<file path="src/rtl/sme_pkg.sv">
// Shared types and constants of the stack machine executor.
package sme_pkg;

    localparam int DATA_W      = 32;
    localparam int OP_W        = 5;
    localparam int SADDR_W     = 5;
    localparam int ADDR_OUT_W  = 12;
    localparam int STATUS_W    = 3;
    localparam int MAX_RESULTS = 32;
    localparam int IN_TDATA_W  = 56;
    localparam int OUT_TDATA_W = 48;

    typedef enum logic [OP_W-1:0] {
        OP_START  = 5'd0,
        OP_PUSH   = 5'd1,
        OP_ADD    = 5'd2,
        OP_SUB    = 5'd3,
        OP_MUL    = 5'd4,
        OP_DIV    = 5'd5,
        OP_NEG    = 5'd6,
        OP_AND    = 5'd7,
        OP_OR     = 5'd8,
        OP_NOT    = 5'd9,
        OP_LT     = 5'd10,
        OP_GT     = 5'd11,
        OP_EQ     = 5'd12,
        OP_NE     = 5'd13,
        OP_LE     = 5'd14,
        OP_GE     = 5'd15,
        OP_JUMP   = 5'd16,
        OP_JUMPF  = 5'd17,
        OP_NOP    = 5'd18,
        OP_HALT   = 5'd19,
        OP_LOAD   = 5'd20,
        OP_STORE  = 5'd21
    } op_t;

    typedef enum logic [STATUS_W-1:0] {
        ST_OK          = 3'd0,
        ST_HALTED      = 3'd1,
        ST_NOT_STARTED = 3'd2,
        ST_UNDERFLOW   = 3'd3,
        ST_OVERFLOW    = 3'd4,
        ST_DIV_ZERO    = 3'd5,
        ST_BAD_ADDR    = 3'd6
    } stat_t;

    typedef enum logic [2:0] {
        SEQ_IDLE     = 3'd0,
        SEQ_EXEC     = 3'd1,
        SEQ_DIV      = 3'd2,
        SEQ_DUMP_RD  = 3'd3,
        SEQ_DUMP_OUT = 3'd4
    } seq_state_t;

    typedef struct packed {
        logic [OP_W-1:0] op;
        logic            div_start;
    } alu_ctrl_t;

    typedef struct packed {
        logic busy;
        logic done;
    } div_stat_t;

endpackage

</file>
<file path="src/rtl/sme_stack_ram.sv">
// Stack storage: one write port, two registered read ports.
module sme_stack_ram #(
    parameter int DEPTH  = 32,
    parameter int ADDR_W = 5
) (
    input  logic                      clk,
    input  logic                      wr_en,
    input  logic [ADDR_W-1:0]         wr_idx,
    input  logic [sme_pkg::DATA_W-1:0] wr_data,
    input  logic [ADDR_W-1:0]         rd0_idx,
    input  logic [ADDR_W-1:0]         rd1_idx,
    output logic [sme_pkg::DATA_W-1:0] rd0_data,
    output logic [sme_pkg::DATA_W-1:0] rd1_data
);

    logic [sme_pkg::DATA_W-1:0] mem [DEPTH];

    always_ff @(posedge clk)
    begin
        if (wr_en)
        begin
            mem[wr_idx] <= wr_data;
        end
        rd0_data <= mem[rd0_idx];
        rd1_data <= mem[rd1_idx];
    end

endmodule

</file>
<file path="src/rtl/sme_alu.sv">
// Shared arithmetic unit: combinational ops and a bit-serial signed divider.
module sme_alu (
    input  logic                       clk,
    input  logic                       rst_n,
    input  sme_pkg::alu_ctrl_t         ctrl,
    input  logic [sme_pkg::DATA_W-1:0] a,
    input  logic [sme_pkg::DATA_W-1:0] b,
    output logic [sme_pkg::DATA_W-1:0] result,
    output logic [sme_pkg::DATA_W-1:0] quotient,
    output sme_pkg::div_stat_t         div_stat
);

    localparam int DW = sme_pkg::DATA_W;

    logic          busy_reg, busy_next;
    logic          done_reg, done_next;
    logic [4:0]    step_reg, step_next;
    logic [DW-1:0] rem_reg, rem_next;
    logic [DW-1:0] quo_reg, quo_next;
    logic [DW-1:0] mb_reg, mb_next;
    logic          neg_reg, neg_next;
    logic [DW:0]   trial;
    logic          ge;

    always_comb
    begin
        case (ctrl.op)
            sme_pkg::OP_ADD: result = a + b;
            sme_pkg::OP_SUB: result = a - b;
            sme_pkg::OP_MUL: result = a * b;
            sme_pkg::OP_AND: result = DW'(a == DW'(1) && b == DW'(1));
            sme_pkg::OP_OR:  result = DW'(a == DW'(1) || b == DW'(1));
            sme_pkg::OP_LT:  result = DW'($signed(a) < $signed(b));
            sme_pkg::OP_GT:  result = DW'($signed(b) < $signed(a));
            sme_pkg::OP_EQ:  result = DW'(a == b);
            sme_pkg::OP_NE:  result = DW'(a != b);
            sme_pkg::OP_LE:  result = DW'(!($signed(b) < $signed(a)));
            sme_pkg::OP_GE:  result = DW'(!($signed(a) < $signed(b)));
            sme_pkg::OP_NEG: result = DW'(0) - b;
            sme_pkg::OP_NOT: result = DW'(1) - b;
            default:         result = '0;
        endcase
    end

    assign trial = {rem_reg, quo_reg[DW-1]} - {1'b0, mb_reg};
    assign ge    = !trial[DW];

    always_comb
    begin
        busy_next = busy_reg;
        done_next = 1'b0;
        step_next = step_reg;
        rem_next  = rem_reg;
        quo_next  = quo_reg;
        mb_next   = mb_reg;
        neg_next  = neg_reg;
        if (ctrl.div_start)
        begin
            busy_next = 1'b1;
            step_next = '1;
            rem_next  = '0;
            quo_next  = a[DW-1] ? (DW'(0) - a) : a;
            mb_next   = b[DW-1] ? (DW'(0) - b) : b;
            neg_next  = a[DW-1] ^ b[DW-1];
        end
        else if (busy_reg)
        begin
            rem_next  = ge ? trial[DW-1:0] : {rem_reg[DW-2:0], quo_reg[DW-1]};
            quo_next  = {quo_reg[DW-2:0], ge};
            step_next = step_reg - 1'b1;
            if (step_reg == '0)
            begin
                busy_next = 1'b0;
                done_next = 1'b1;
            end
        end
    end

    always_ff @(posedge clk or negedge rst_n)
    begin
        if (!rst_n)
        begin
            busy_reg <= 1'b0;
            done_reg <= 1'b0;
        end
        else
        begin
            busy_reg <= busy_next;
            done_reg <= done_next;
        end
    end

    always_ff @(posedge clk)
    begin
        step_reg <= step_next;
        rem_reg  <= rem_next;
        quo_reg  <= quo_next;
        mb_reg   <= mb_next;
        neg_reg  <= neg_next;
    end

    assign quotient      = neg_reg ? (DW'(0) - quo_reg) : quo_reg;
    assign div_stat.busy = busy_reg;
    assign div_stat.done = done_reg;

endmodule

</file>
<file path="src/rtl/stack_machine_executor.sv">
// Top level of the stack machine executor: sequencer, state and output register.
//
// Input channel s_axis: one decoded instruction per word. The block holds
// s_axis_tready low while an instruction is in flight and while a finished
// result waits in the output register without being taken.
// Output channel m_axis: one result word per instruction; halt with a
// non-empty stack gives one word per stack entry, bottom first, with tuser
// set and tlast on the final word.
// Timing: an instruction is read from stack storage in the cycle it is
// accepted and executed in the next; a new one is accepted only when the
// sequencer is back in idle and the output register is free or being taken.
// Divide runs the shared divider one quotient bit per cycle.
// Halt dump does one storage read per word (DUMP_RD, then DUMP_OUT).
// Reset: the stack is empty, the program counter is zero and the machine
// is not started; stack storage is not cleared.
// When the receiver stalls, the output word holds and no new instruction
// is taken.
module stack_machine_executor #(
    parameter int STACK_DEPTH  = 32,
    parameter int PROGRAM_SIZE = 4096
) (
    input  logic                            clk,
    input  logic                            rst_n,
    input  logic                            s_axis_tvalid,
    output logic                            s_axis_tready,
    // operation[4:0], constant_value[36:5], stack_address[41:37],
    // branch_target[53:42], zero fill
    input  logic [sme_pkg::IN_TDATA_W-1:0]  s_axis_tdata,
    output logic                            m_axis_tvalid,
    input  logic                            m_axis_tready,
    // next_address[11:0], status[14:12], dump_value[46:15], zero fill
    output logic [sme_pkg::OUT_TDATA_W-1:0] m_axis_tdata,
    // dump_valid
    output logic                            m_axis_tuser,
    output logic                            m_axis_tlast
);

    localparam int DW     = sme_pkg::DATA_W;
    localparam int CNT_W  = $clog2(STACK_DEPTH + 1);
    localparam int ADDR_W = $clog2(STACK_DEPTH);
    localparam int AX_W   = ADDR_W + sme_pkg::SADDR_W;
    localparam int PC_W   = $clog2(PROGRAM_SIZE);
    localparam int AO_W   = sme_pkg::ADDR_OUT_W;

    function automatic logic [PC_W-1:0] wrap_target(input logic [AO_W-1:0] t);
        logic [AO_W:0] r;
        r = {1'b0, t};
        for (int k = 8; k >= 0; k--)
        begin
            if (int'(r) >= (PROGRAM_SIZE << k))
            begin
                r = r - (AO_W + 1)'(PROGRAM_SIZE << k);
            end
        end
        return PC_W'(r);
    endfunction

    sme_pkg::seq_state_t state_reg, state_next;

    logic [sme_pkg::OP_W-1:0]    op_reg, op_next;
    logic [DW-1:0]               cval_reg, cval_next;
    logic [sme_pkg::SADDR_W-1:0] saddr_reg, saddr_next;
    logic [AO_W-1:0]             tgt_reg, tgt_next;
    logic [CNT_W-1:0]            cnt_reg, cnt_next;
    logic [PC_W-1:0]             pc_reg, pc_next;
    logic                        started_reg, started_next;
    logic                        halted_reg, halted_next;
    logic [CNT_W-1:0]            idx_reg, idx_next;
    logic [CNT_W-1:0]            dend_reg, dend_next;
    logic                        mvalid_reg, mvalid_next;
    logic [AO_W-1:0]             oaddr_reg, oaddr_next;
    logic [sme_pkg::STATUS_W-1:0] ostat_reg, ostat_next;
    logic [DW-1:0]               oval_reg, oval_next;
    logic                        odv_reg, odv_next;
    logic                        olast_reg, olast_next;

    logic [sme_pkg::OP_W-1:0]    in_op;
    logic [DW-1:0]               in_cval;
    logic [sme_pkg::SADDR_W-1:0] in_saddr;
    logic [AO_W-1:0]             in_tgt;
    logic                        accept;
    logic                        out_free;

    logic [CNT_W-1:0]  cnt_m1, cnt_m2;
    logic [CNT_W-1:0]  idx_p1;
    logic [AX_W-1:0]   in_sa_ext, sa_ext, cnt_ext;
    logic              bad_addr;
    logic [PC_W-1:0]   pc_inc;
    logic [PC_W-1:0]   tgt_wrap;
    logic [PC_W+AO_W-1:0] pc_ext_new;

    logic              ram_we;
    logic [ADDR_W-1:0] ram_widx, ram_r0idx, ram_r1idx;
    logic [DW-1:0]     ram_wdata, rd0, rd1;

    sme_pkg::alu_ctrl_t alu_ctrl;
    sme_pkg::div_stat_t div_stat;
    logic [DW-1:0]      alu_result, quotient;

    sme_pkg::stat_t    ex_status;
    logic              ex_we;
    logic [ADDR_W-1:0] ex_widx;
    logic [DW-1:0]     ex_wdata;
    logic [CNT_W-1:0]  ex_cnt;
    logic [PC_W-1:0]   ex_pc;
    logic              ex_started, ex_halted, ex_div, ex_dump;

    assign in_op    = s_axis_tdata[4:0];
    assign in_cval  = s_axis_tdata[36:5];
    assign in_saddr = s_axis_tdata[41:37];
    assign in_tgt   = s_axis_tdata[53:42];

    assign out_free      = !mvalid_reg || m_axis_tready;
    assign s_axis_tready = (state_reg == sme_pkg::SEQ_IDLE) && out_free;
    assign accept        = s_axis_tvalid && s_axis_tready;

    assign cnt_m1    = cnt_reg - 1'b1;
    assign cnt_m2    = cnt_reg - 2'd2;
    assign idx_p1    = idx_reg + 1'b1;
    assign in_sa_ext = {{ADDR_W{1'b0}}, in_saddr};
    assign sa_ext    = {{ADDR_W{1'b0}}, saddr_reg};
    assign cnt_ext   = {{(AX_W - CNT_W){1'b0}}, cnt_reg};
    assign bad_addr  = sa_ext >= cnt_ext;
    assign pc_inc    = (pc_reg == PC_W'(PROGRAM_SIZE - 1)) ? '0 : pc_reg + 1'b1;
    assign tgt_wrap  = wrap_target(tgt_reg);

    assign ram_r0idx = (state_reg == sme_pkg::SEQ_DUMP_RD || state_reg == sme_pkg::SEQ_DUMP_OUT)
                       ? idx_reg[ADDR_W-1:0] : cnt_m1[ADDR_W-1:0];
    assign ram_r1idx = (in_op == sme_pkg::OP_LOAD) ? in_sa_ext[ADDR_W-1:0]
                                                   : cnt_m2[ADDR_W-1:0];

    sme_stack_ram #(
        .DEPTH  (STACK_DEPTH),
        .ADDR_W (ADDR_W)
    ) u_ram (
        .clk      (clk),
        .wr_en    (ram_we),
        .wr_idx   (ram_widx),
        .wr_data  (ram_wdata),
        .rd0_idx  (ram_r0idx),
        .rd1_idx  (ram_r1idx),
        .rd0_data (rd0),
        .rd1_data (rd1)
    );

    assign alu_ctrl.op        = op_reg;
    assign alu_ctrl.div_start = (state_reg == sme_pkg::SEQ_EXEC) && ex_div;

    sme_alu u_alu (
        .clk      (clk),
        .rst_n    (rst_n),
        .ctrl     (alu_ctrl),
        .a        (rd1),
        .b        (rd0),
        .result   (alu_result),
        .quotient (quotient),
        .div_stat (div_stat)
    );

    // Decode and execute the held instruction against the stack read.
    always_comb
    begin
        ex_status  = sme_pkg::ST_OK;
        ex_we      = 1'b0;
        ex_widx    = cnt_m1[ADDR_W-1:0];
        ex_wdata   = alu_result;
        ex_cnt     = cnt_reg;
        ex_pc      = pc_reg;
        ex_started = started_reg;
        ex_halted  = halted_reg;
        ex_div     = 1'b0;
        ex_dump    = 1'b0;
        if (op_reg == sme_pkg::OP_START)
        begin
            ex_cnt     = '0;
            ex_started = 1'b1;
            ex_halted  = 1'b0;
            ex_pc      = PC_W'(1);
        end
        else if (!started_reg)
        begin
            ex_status = sme_pkg::ST_NOT_STARTED;
        end
        else if (halted_reg)
        begin
            ex_status = sme_pkg::ST_HALTED;
        end
        else
        begin
            case (op_reg)
                sme_pkg::OP_ADD, sme_pkg::OP_SUB, sme_pkg::OP_MUL, sme_pkg::OP_DIV,
                sme_pkg::OP_AND, sme_pkg::OP_OR, sme_pkg::OP_LT, sme_pkg::OP_GT,
                sme_pkg::OP_EQ, sme_pkg::OP_NE, sme_pkg::OP_LE, sme_pkg::OP_GE:
                begin
                    if (cnt_reg < CNT_W'(2))
                    begin
                        ex_status = sme_pkg::ST_UNDERFLOW;
                    end
                    else if (op_reg == sme_pkg::OP_DIV && rd0 == '0)
                    begin
                        ex_status = sme_pkg::ST_DIV_ZERO;
                    end
                    else if (op_reg == sme_pkg::OP_DIV)
                    begin
                        ex_div = 1'b1;
                    end
                    else
                    begin
                        ex_we   = 1'b1;
                        ex_widx = cnt_m2[ADDR_W-1:0];
                        ex_cnt  = cnt_m1;
                        ex_pc   = pc_inc;
                    end
                end
                sme_pkg::OP_PUSH, sme_pkg::OP_LOAD:
                begin
                    if (cnt_reg >= CNT_W'(STACK_DEPTH))
                    begin
                        ex_status = sme_pkg::ST_OVERFLOW;
                    end
                    else if (op_reg == sme_pkg::OP_LOAD && bad_addr)
                    begin
                        ex_status = sme_pkg::ST_BAD_ADDR;
                    end
                    else
                    begin
                        ex_we    = 1'b1;
                        ex_widx  = cnt_reg[ADDR_W-1:0];
                        ex_wdata = (op_reg == sme_pkg::OP_LOAD) ? rd1 : cval_reg;
                        ex_cnt   = cnt_reg + 1'b1;
                        ex_pc    = pc_inc;
                    end
                end
                sme_pkg::OP_NEG, sme_pkg::OP_NOT, sme_pkg::OP_JUMPF, sme_pkg::OP_STORE:
                begin
                    if (cnt_reg == '0)
                    begin
                        ex_status = sme_pkg::ST_UNDERFLOW;
                    end
                    else if (op_reg == sme_pkg::OP_JUMPF)
                    begin
                        ex_cnt = cnt_m1;
                        ex_pc  = (rd0 == '0) ? tgt_wrap : pc_inc;
                    end
                    else if (op_reg == sme_pkg::OP_STORE)
                    begin
                        if (bad_addr)
                        begin
                            ex_status = sme_pkg::ST_BAD_ADDR;
                        end
                        else
                        begin
                            ex_we    = 1'b1;
                            ex_widx  = sa_ext[ADDR_W-1:0];
                            ex_wdata = rd0;
                            ex_cnt   = cnt_m1;
                            ex_pc    = pc_inc;
                        end
                    end
                    else
                    begin
                        ex_we = 1'b1;
                        ex_pc = pc_inc;
                    end
                end
                sme_pkg::OP_JUMP:
                begin
                    ex_pc = tgt_wrap;
                end
                sme_pkg::OP_HALT:
                begin
                    ex_halted = 1'b1;
                    if (cnt_reg == '0)
                    begin
                        ex_status = sme_pkg::ST_HALTED;
                    end
                    else
                    begin
                        ex_dump = 1'b1;
                    end
                end
                default:
                begin
                    ex_pc = pc_inc;
                end
            endcase
        end
    end

    always_comb
    begin
        state_next = state_reg;
        case (state_reg)
            sme_pkg::SEQ_IDLE:
            begin
                if (accept)
                begin
                    state_next = sme_pkg::SEQ_EXEC;
                end
            end
            sme_pkg::SEQ_EXEC:
            begin
                if (ex_div)
                begin
                    state_next = sme_pkg::SEQ_DIV;
                end
                else if (ex_dump)
                begin
                    state_next = sme_pkg::SEQ_DUMP_RD;
                end
                else
                begin
                    state_next = sme_pkg::SEQ_IDLE;
                end
            end
            sme_pkg::SEQ_DIV:
            begin
                if (div_stat.done)
                begin
                    state_next = sme_pkg::SEQ_IDLE;
                end
            end
            sme_pkg::SEQ_DUMP_RD:
            begin
                state_next = sme_pkg::SEQ_DUMP_OUT;
            end
            sme_pkg::SEQ_DUMP_OUT:
            begin
                if (out_free)
                begin
                    state_next = (idx_p1 == dend_reg) ? sme_pkg::SEQ_IDLE
                                                      : sme_pkg::SEQ_DUMP_RD;
                end
            end
            default:
            begin
                state_next = sme_pkg::SEQ_IDLE;
            end
        endcase
    end

    always_comb
    begin
        op_next      = op_reg;
        cval_next    = cval_reg;
        saddr_next   = saddr_reg;
        tgt_next     = tgt_reg;
        cnt_next     = cnt_reg;
        pc_next      = pc_reg;
        started_next = started_reg;
        halted_next  = halted_reg;
        idx_next     = idx_reg;
        dend_next    = dend_reg;
        mvalid_next  = mvalid_reg && !m_axis_tready;
        oaddr_next   = oaddr_reg;
        ostat_next   = ostat_reg;
        oval_next    = oval_reg;
        odv_next     = odv_reg;
        olast_next   = olast_reg;
        ram_we       = 1'b0;
        ram_widx     = ex_widx;
        ram_wdata    = ex_wdata;
        pc_ext_new   = {{AO_W{1'b0}}, ex_pc};
        case (state_reg)
            sme_pkg::SEQ_IDLE:
            begin
                if (accept)
                begin
                    op_next    = in_op;
                    cval_next  = in_cval;
                    saddr_next = in_saddr;
                    tgt_next   = in_tgt;
                end
            end
            sme_pkg::SEQ_EXEC:
            begin
                ram_we       = ex_we;
                cnt_next     = ex_cnt;
                pc_next      = ex_pc;
                started_next = ex_started;
                halted_next  = ex_halted;
                if (ex_dump)
                begin
                    idx_next  = '0;
                    dend_next = (int'(cnt_reg) > sme_pkg::MAX_RESULTS)
                                ? CNT_W'(sme_pkg::MAX_RESULTS) : cnt_reg;
                end
                else if (!ex_div)
                begin
                    mvalid_next = 1'b1;
                    oaddr_next  = pc_ext_new[AO_W-1:0];
                    ostat_next  = ex_status;
                    oval_next   = '0;
                    odv_next    = 1'b0;
                    olast_next  = 1'b1;
                end
            end
            sme_pkg::SEQ_DIV:
            begin
                if (div_stat.done)
                begin
                    pc_ext_new  = {{AO_W{1'b0}}, pc_inc};
                    ram_we      = 1'b1;
                    ram_widx    = cnt_m2[ADDR_W-1:0];
                    ram_wdata   = quotient;
                    cnt_next    = cnt_m1;
                    pc_next     = pc_inc;
                    mvalid_next = 1'b1;
                    oaddr_next  = pc_ext_new[AO_W-1:0];
                    ostat_next  = sme_pkg::ST_OK;
                    oval_next   = '0;
                    odv_next    = 1'b0;
                    olast_next  = 1'b1;
                end
            end
            sme_pkg::SEQ_DUMP_OUT:
            begin
                if (out_free)
                begin
                    pc_ext_new  = {{AO_W{1'b0}}, pc_reg};
                    mvalid_next = 1'b1;
                    oaddr_next  = pc_ext_new[AO_W-1:0];
                    ostat_next  = sme_pkg::ST_HALTED;
                    oval_next   = rd0;
                    odv_next    = 1'b1;
                    olast_next  = (idx_p1 == dend_reg);
                    idx_next    = idx_p1;
                end
            end
            default:
            begin
            end
        endcase
    end

    always_ff @(posedge clk or negedge rst_n)
    begin
        if (!rst_n)
        begin
            state_reg   <= sme_pkg::SEQ_IDLE;
            cnt_reg     <= '0;
            pc_reg      <= '0;
            started_reg <= 1'b0;
            halted_reg  <= 1'b0;
            mvalid_reg  <= 1'b0;
        end
        else
        begin
            state_reg   <= state_next;
            cnt_reg     <= cnt_next;
            pc_reg      <= pc_next;
            started_reg <= started_next;
            halted_reg  <= halted_next;
            mvalid_reg  <= mvalid_next;
        end
    end

    always_ff @(posedge clk)
    begin
        op_reg    <= op_next;
        cval_reg  <= cval_next;
        saddr_reg <= saddr_next;
        tgt_reg   <= tgt_next;
        idx_reg   <= idx_next;
        dend_reg  <= dend_next;
        oaddr_reg <= oaddr_next;
        ostat_reg <= ostat_next;
        oval_reg  <= oval_next;
        odv_reg   <= odv_next;
        olast_reg <= olast_next;
    end

    assign m_axis_tvalid = mvalid_reg;
    assign m_axis_tdata  = {1'b0, oval_reg, ostat_reg, oaddr_reg};
    assign m_axis_tuser  = odv_reg;
    assign m_axis_tlast  = olast_reg;

endmodule

</file>
<file path="config.mk">
export PLATFORM = sky130hd
export DESIGN_NAME = stack_machine_executor
export DESIGN_NICKNAME = d
export VERILOG_FILES = /design/src/rtl/sme_pkg.sv /design/src/rtl/sme_stack_ram.sv /design/src/rtl/sme_alu.sv /design/src/rtl/stack_machine_executor.sv
export SDC_FILE = /design/constraint.sdc
export NUM_CORES = 2
export LEC_CHECK = 0
export BUFFER_PORTS_ARGS = -buffer_cell sky130_fd_sc_hd__buf_4
export CORE_ASPECT_RATIO = 2
export CORE_MARGIN = 3
export CORE_UTILIZATION = 35
export DETAILED_ROUTE_END_ITERATION = 8
export PLACE_DENSITY = 0.56
export SLEW_MARGIN = 20
export SYNTH_ARGS = -nofsm -noshare
export SYNTH_HDL_FRONTEND = slang
export SYNTH_SLANG_ARGS = --single-unit
</file>
<file path="constraint.sdc">
create_clock -name clk -period 11.44 [get_ports clk]
set_clock_uncertainty 0.1 [all_clocks]
set_input_delay 0.572 -clock clk [delete_from_list [all_inputs] [get_ports clk]]
set_output_delay 0.572 -clock clk [all_outputs]
set_load 0.02 [all_outputs]
</file>
==> flow_summary.toml <==
[drt]
post-route-drc-count = 0
routed_wire_length_per_instance_um = 32.1
vias_per_cell = 6.05
firstDrtPassIters = 7
drt-initial-drc-count = 6273
routed_wl_um = 352000
dr_total_vias = 66500
antenna_left = 0

[clocking]
cts_tree = "built"
htreeDepth = 3
clkLatencyLatePin_ns = 0.80
path_clk_slew_ns = 0.08
cts_buf_count = 120
clk_buf_depth = 3
clockRootBuffer = "clkbuf_16"
cts_resized = 0
clock_sink_count = 1331

[worst_setup_path]
launching_element_type_of_the_critical_path = "register"
critPathCaptureType = "register"
reg2reg_slack_ns = 2.13
path_max_fanout = 32
path_class = "register to register"
arrival_ns = 9.77
worst_ep_required_time_ns = 11.90

[worst_hold_path]
min_path_type = "input port to register"

[floorplanning]
initial_utilization_pct = 35.2
die_h_um = 711
design.die.area_um2 = 255000
io_pins = 112
die_width_um = 358
core_um2 = 247000
std_cell_rows = 258

[timing]
report.final.hold_viol_count = 0
grt_setup_unrepaired = "false"
report.final.slew_viol_count = 0
total_negative_setup_slacks_ns = 0
relSlewSlack_pct = 17.4
timing.fmax_ghz = 0.107
finalSetupViolations = 0
final.period_utilization_pct = 81.4
timing_worst_slew_pin_value_ns = 1.23
finalWorstPathRequiredPeriod_ns = 9.31

[global_routing]
global_route.usage.total_pct = 27.2
grt_first_pass_wirelength_um = 496000
globalRoute.totalOverflow = 0
grt_start_max_net_pins = 171
initial_antenna_violation_count = 23
first_global_vias = 68500

[logic_synthesis]
synth-warning-count = 0
distinct_cells_synth = 91
syn_avg_cell_area_um2 = 11.4
dominantRegCellSynth = "edfxtp_1"
synth_async_sr_flop_share_pct = 1.95
postSynthCellCount = 7627
synth_nets = 8365
ys_ff_latch = 1331
yosysSeqAreaShare_pct = 44.7
post_synth_instance_area_um2 = 87000
synth_edf_count = 1204

[finish]
register_name_with_the_most_flops = "u_ram.mem"
design.final.nets = 8352
post-route-util_pct = 39.3
area_growth_pct = 11.7
largest_register_ff_count = 1024
share_of_final_layout_standard_cells_stronger_than_drive_strength_1_pct = 13.4

[place]
final_weighted_congestion_in_routability_driven_placement = 0.993
port-buffer-count = 108
dp_hpwl_um = 241000

[job]
cap_violations = 0

[status]
outcome = "finished clean"
[metal layers]
metal  track usage (%)  up-vias  part of all wire (%)
met1              29.8    34000                    34
met5                 0        -                 0.022
met2              46.9     3320                    50
li1                  -    27900                     -
met4              20.8       12                   9.4
met3              4.19     1234                   6.7
[placed cells by master (no fill, tap or decap), types with 36 or more instances in the layout]
cell / Yosys / routed
a211o_1: 36 / 36
a211oi_1: 454 / 454
a21o_1: 79 / 79
a21oi_1: 453 / 435
a31oi_1: 77 / 76
buf_4: 2 / 342
clkbuf_16: 0 / 122
dfxtp_1: 101 / 100
dlygate4sd3_1: 0 / 55
edfxtp_1: 1204 / 1204
fa_1: 411 / 411
ha_1: 267 / 267
inv_1: 535 / 532
mux2_2: 99 / 99
mux2i_1: 349 / 348
mux4_2: 256 / 256
nand2_1: 567 / 564
nand2b_1: 36 / 36
nand3_1: 70 / 70
nand4_1: 37 / 37
nor2_1: 606 / 569
nor2b_1: 250 / 250
nor3_1: 60 / 57
o211ai_1: 97 / 97
o21ai_0: 280 / 274
o31ai_1: 41 / 40
xnor2_1: 172 / 172
xor2_1: 63 / 63
[stage by stage]
stage,area [um2],hold WS (ns),setup slack (ns),instances
5_1_grt,97100,0.200,1.89,11000
6_report,97100,0.184,2.13,11000
3_5_place_dp,92400,0.353,2.30,10700
4_1_cts,97100,0.136,2.23,11000
3_3_place_gp,92300,0.350,2.30,10700
2_1_floorplan,87000,0.176,2.40,7627
[worst paths after layout]
path,depth (start not counted),to,from
min reg2reg,1,u_alu.done_reg,u_alu.step_reg[4]
max in group asynchronous,2,u_alu.busy_reg,rst_n
max reg2reg,25,u_ram.mem[0][24],u_ram.rd1_data[6]
min in group asynchronous,2,pc_reg[7],rst_n
max,25,u_ram.mem[0][24],u_ram.rd1_data[6]
min,4,state_reg[1],s_axis_tvalid
[critical path, cell delays in order, from the launching register on]
cell      delay (ns)
dfxtp_1         0.35
clkinv_1        0.63
buf_4           0.48
nor2_1          0.16
fa_1            0.45
inv_1           0.08
fa_1            0.43
fa_1            0.52
inv_1           0.06
fa_1            0.54
ha_1            0.23
ha_1            0.28
inv_1           0.05
fa_1            0.48
inv_1           0.05
fa_1            0.43
ha_1            0.32
o21ai_0         0.16
o31ai_1         0.86
nand4_1         0.34
o21ai_0         0.66
a21o_1          0.24
mux2i_1         0.41
a21oi_1         0.18
a22oi_2         0.20
buf_4           0.35
[cells by family after synthesis]
group,after synthesis,share of synthesized area [%]
xor+xnor,235,2.37
buf+inv,1107,4.83
other cells,1,0.00431
compound gates,1792,13.6
mux,704,11.9
fa+ha+maj,678,13.3
simple gates,1779,9.35
flops,1331,44.7
[cell type report]
cell class	instances	area (um2)
Antenna cell	15	37.5
Clock buffer	158	3310
Clock inverter	71	837
Fill cell	23600	150000
Inverter	559	2100
Multi-Input combinational cell	5189	44500
Sequential cell	1331	38800
Tap cell	3250	4070
Timing Repair Buffer	413	3430
[Yosys cell counts, types with 97 or more instances]
library cell | instances | area (um2)
a211oi_1 | 454 | 3410
a21oi_1 | 453 | 2270
clkbuf_1 | 438 | 1640
dfxtp_1 | 101 | 2020
edfxtp_1 | 1204 | 36200
fa_1 | 411 | 8230
ha_1 | 267 | 3340
inv_1 | 535 | 2010
mux2_2 | 99 | 1110
mux2i_1 | 349 | 3490
mux4_2 | 256 | 5770
nand2_1 | 567 | 2130
nor2_1 | 606 | 2270
nor2b_1 | 250 | 1560
o211ai_1 | 97 | 728
o21ai_0 | 280 | 1400
xnor2_1 | 172 | 1510
[timing repair]
item,in CTS,in global routing
hold endpoints to repair,80,0
hold buffers,55,0
setup buffers,0,0
Power is not shown: default switching activity piles up to over one toggle a cycle in this logic, so the estimate is an artifact.
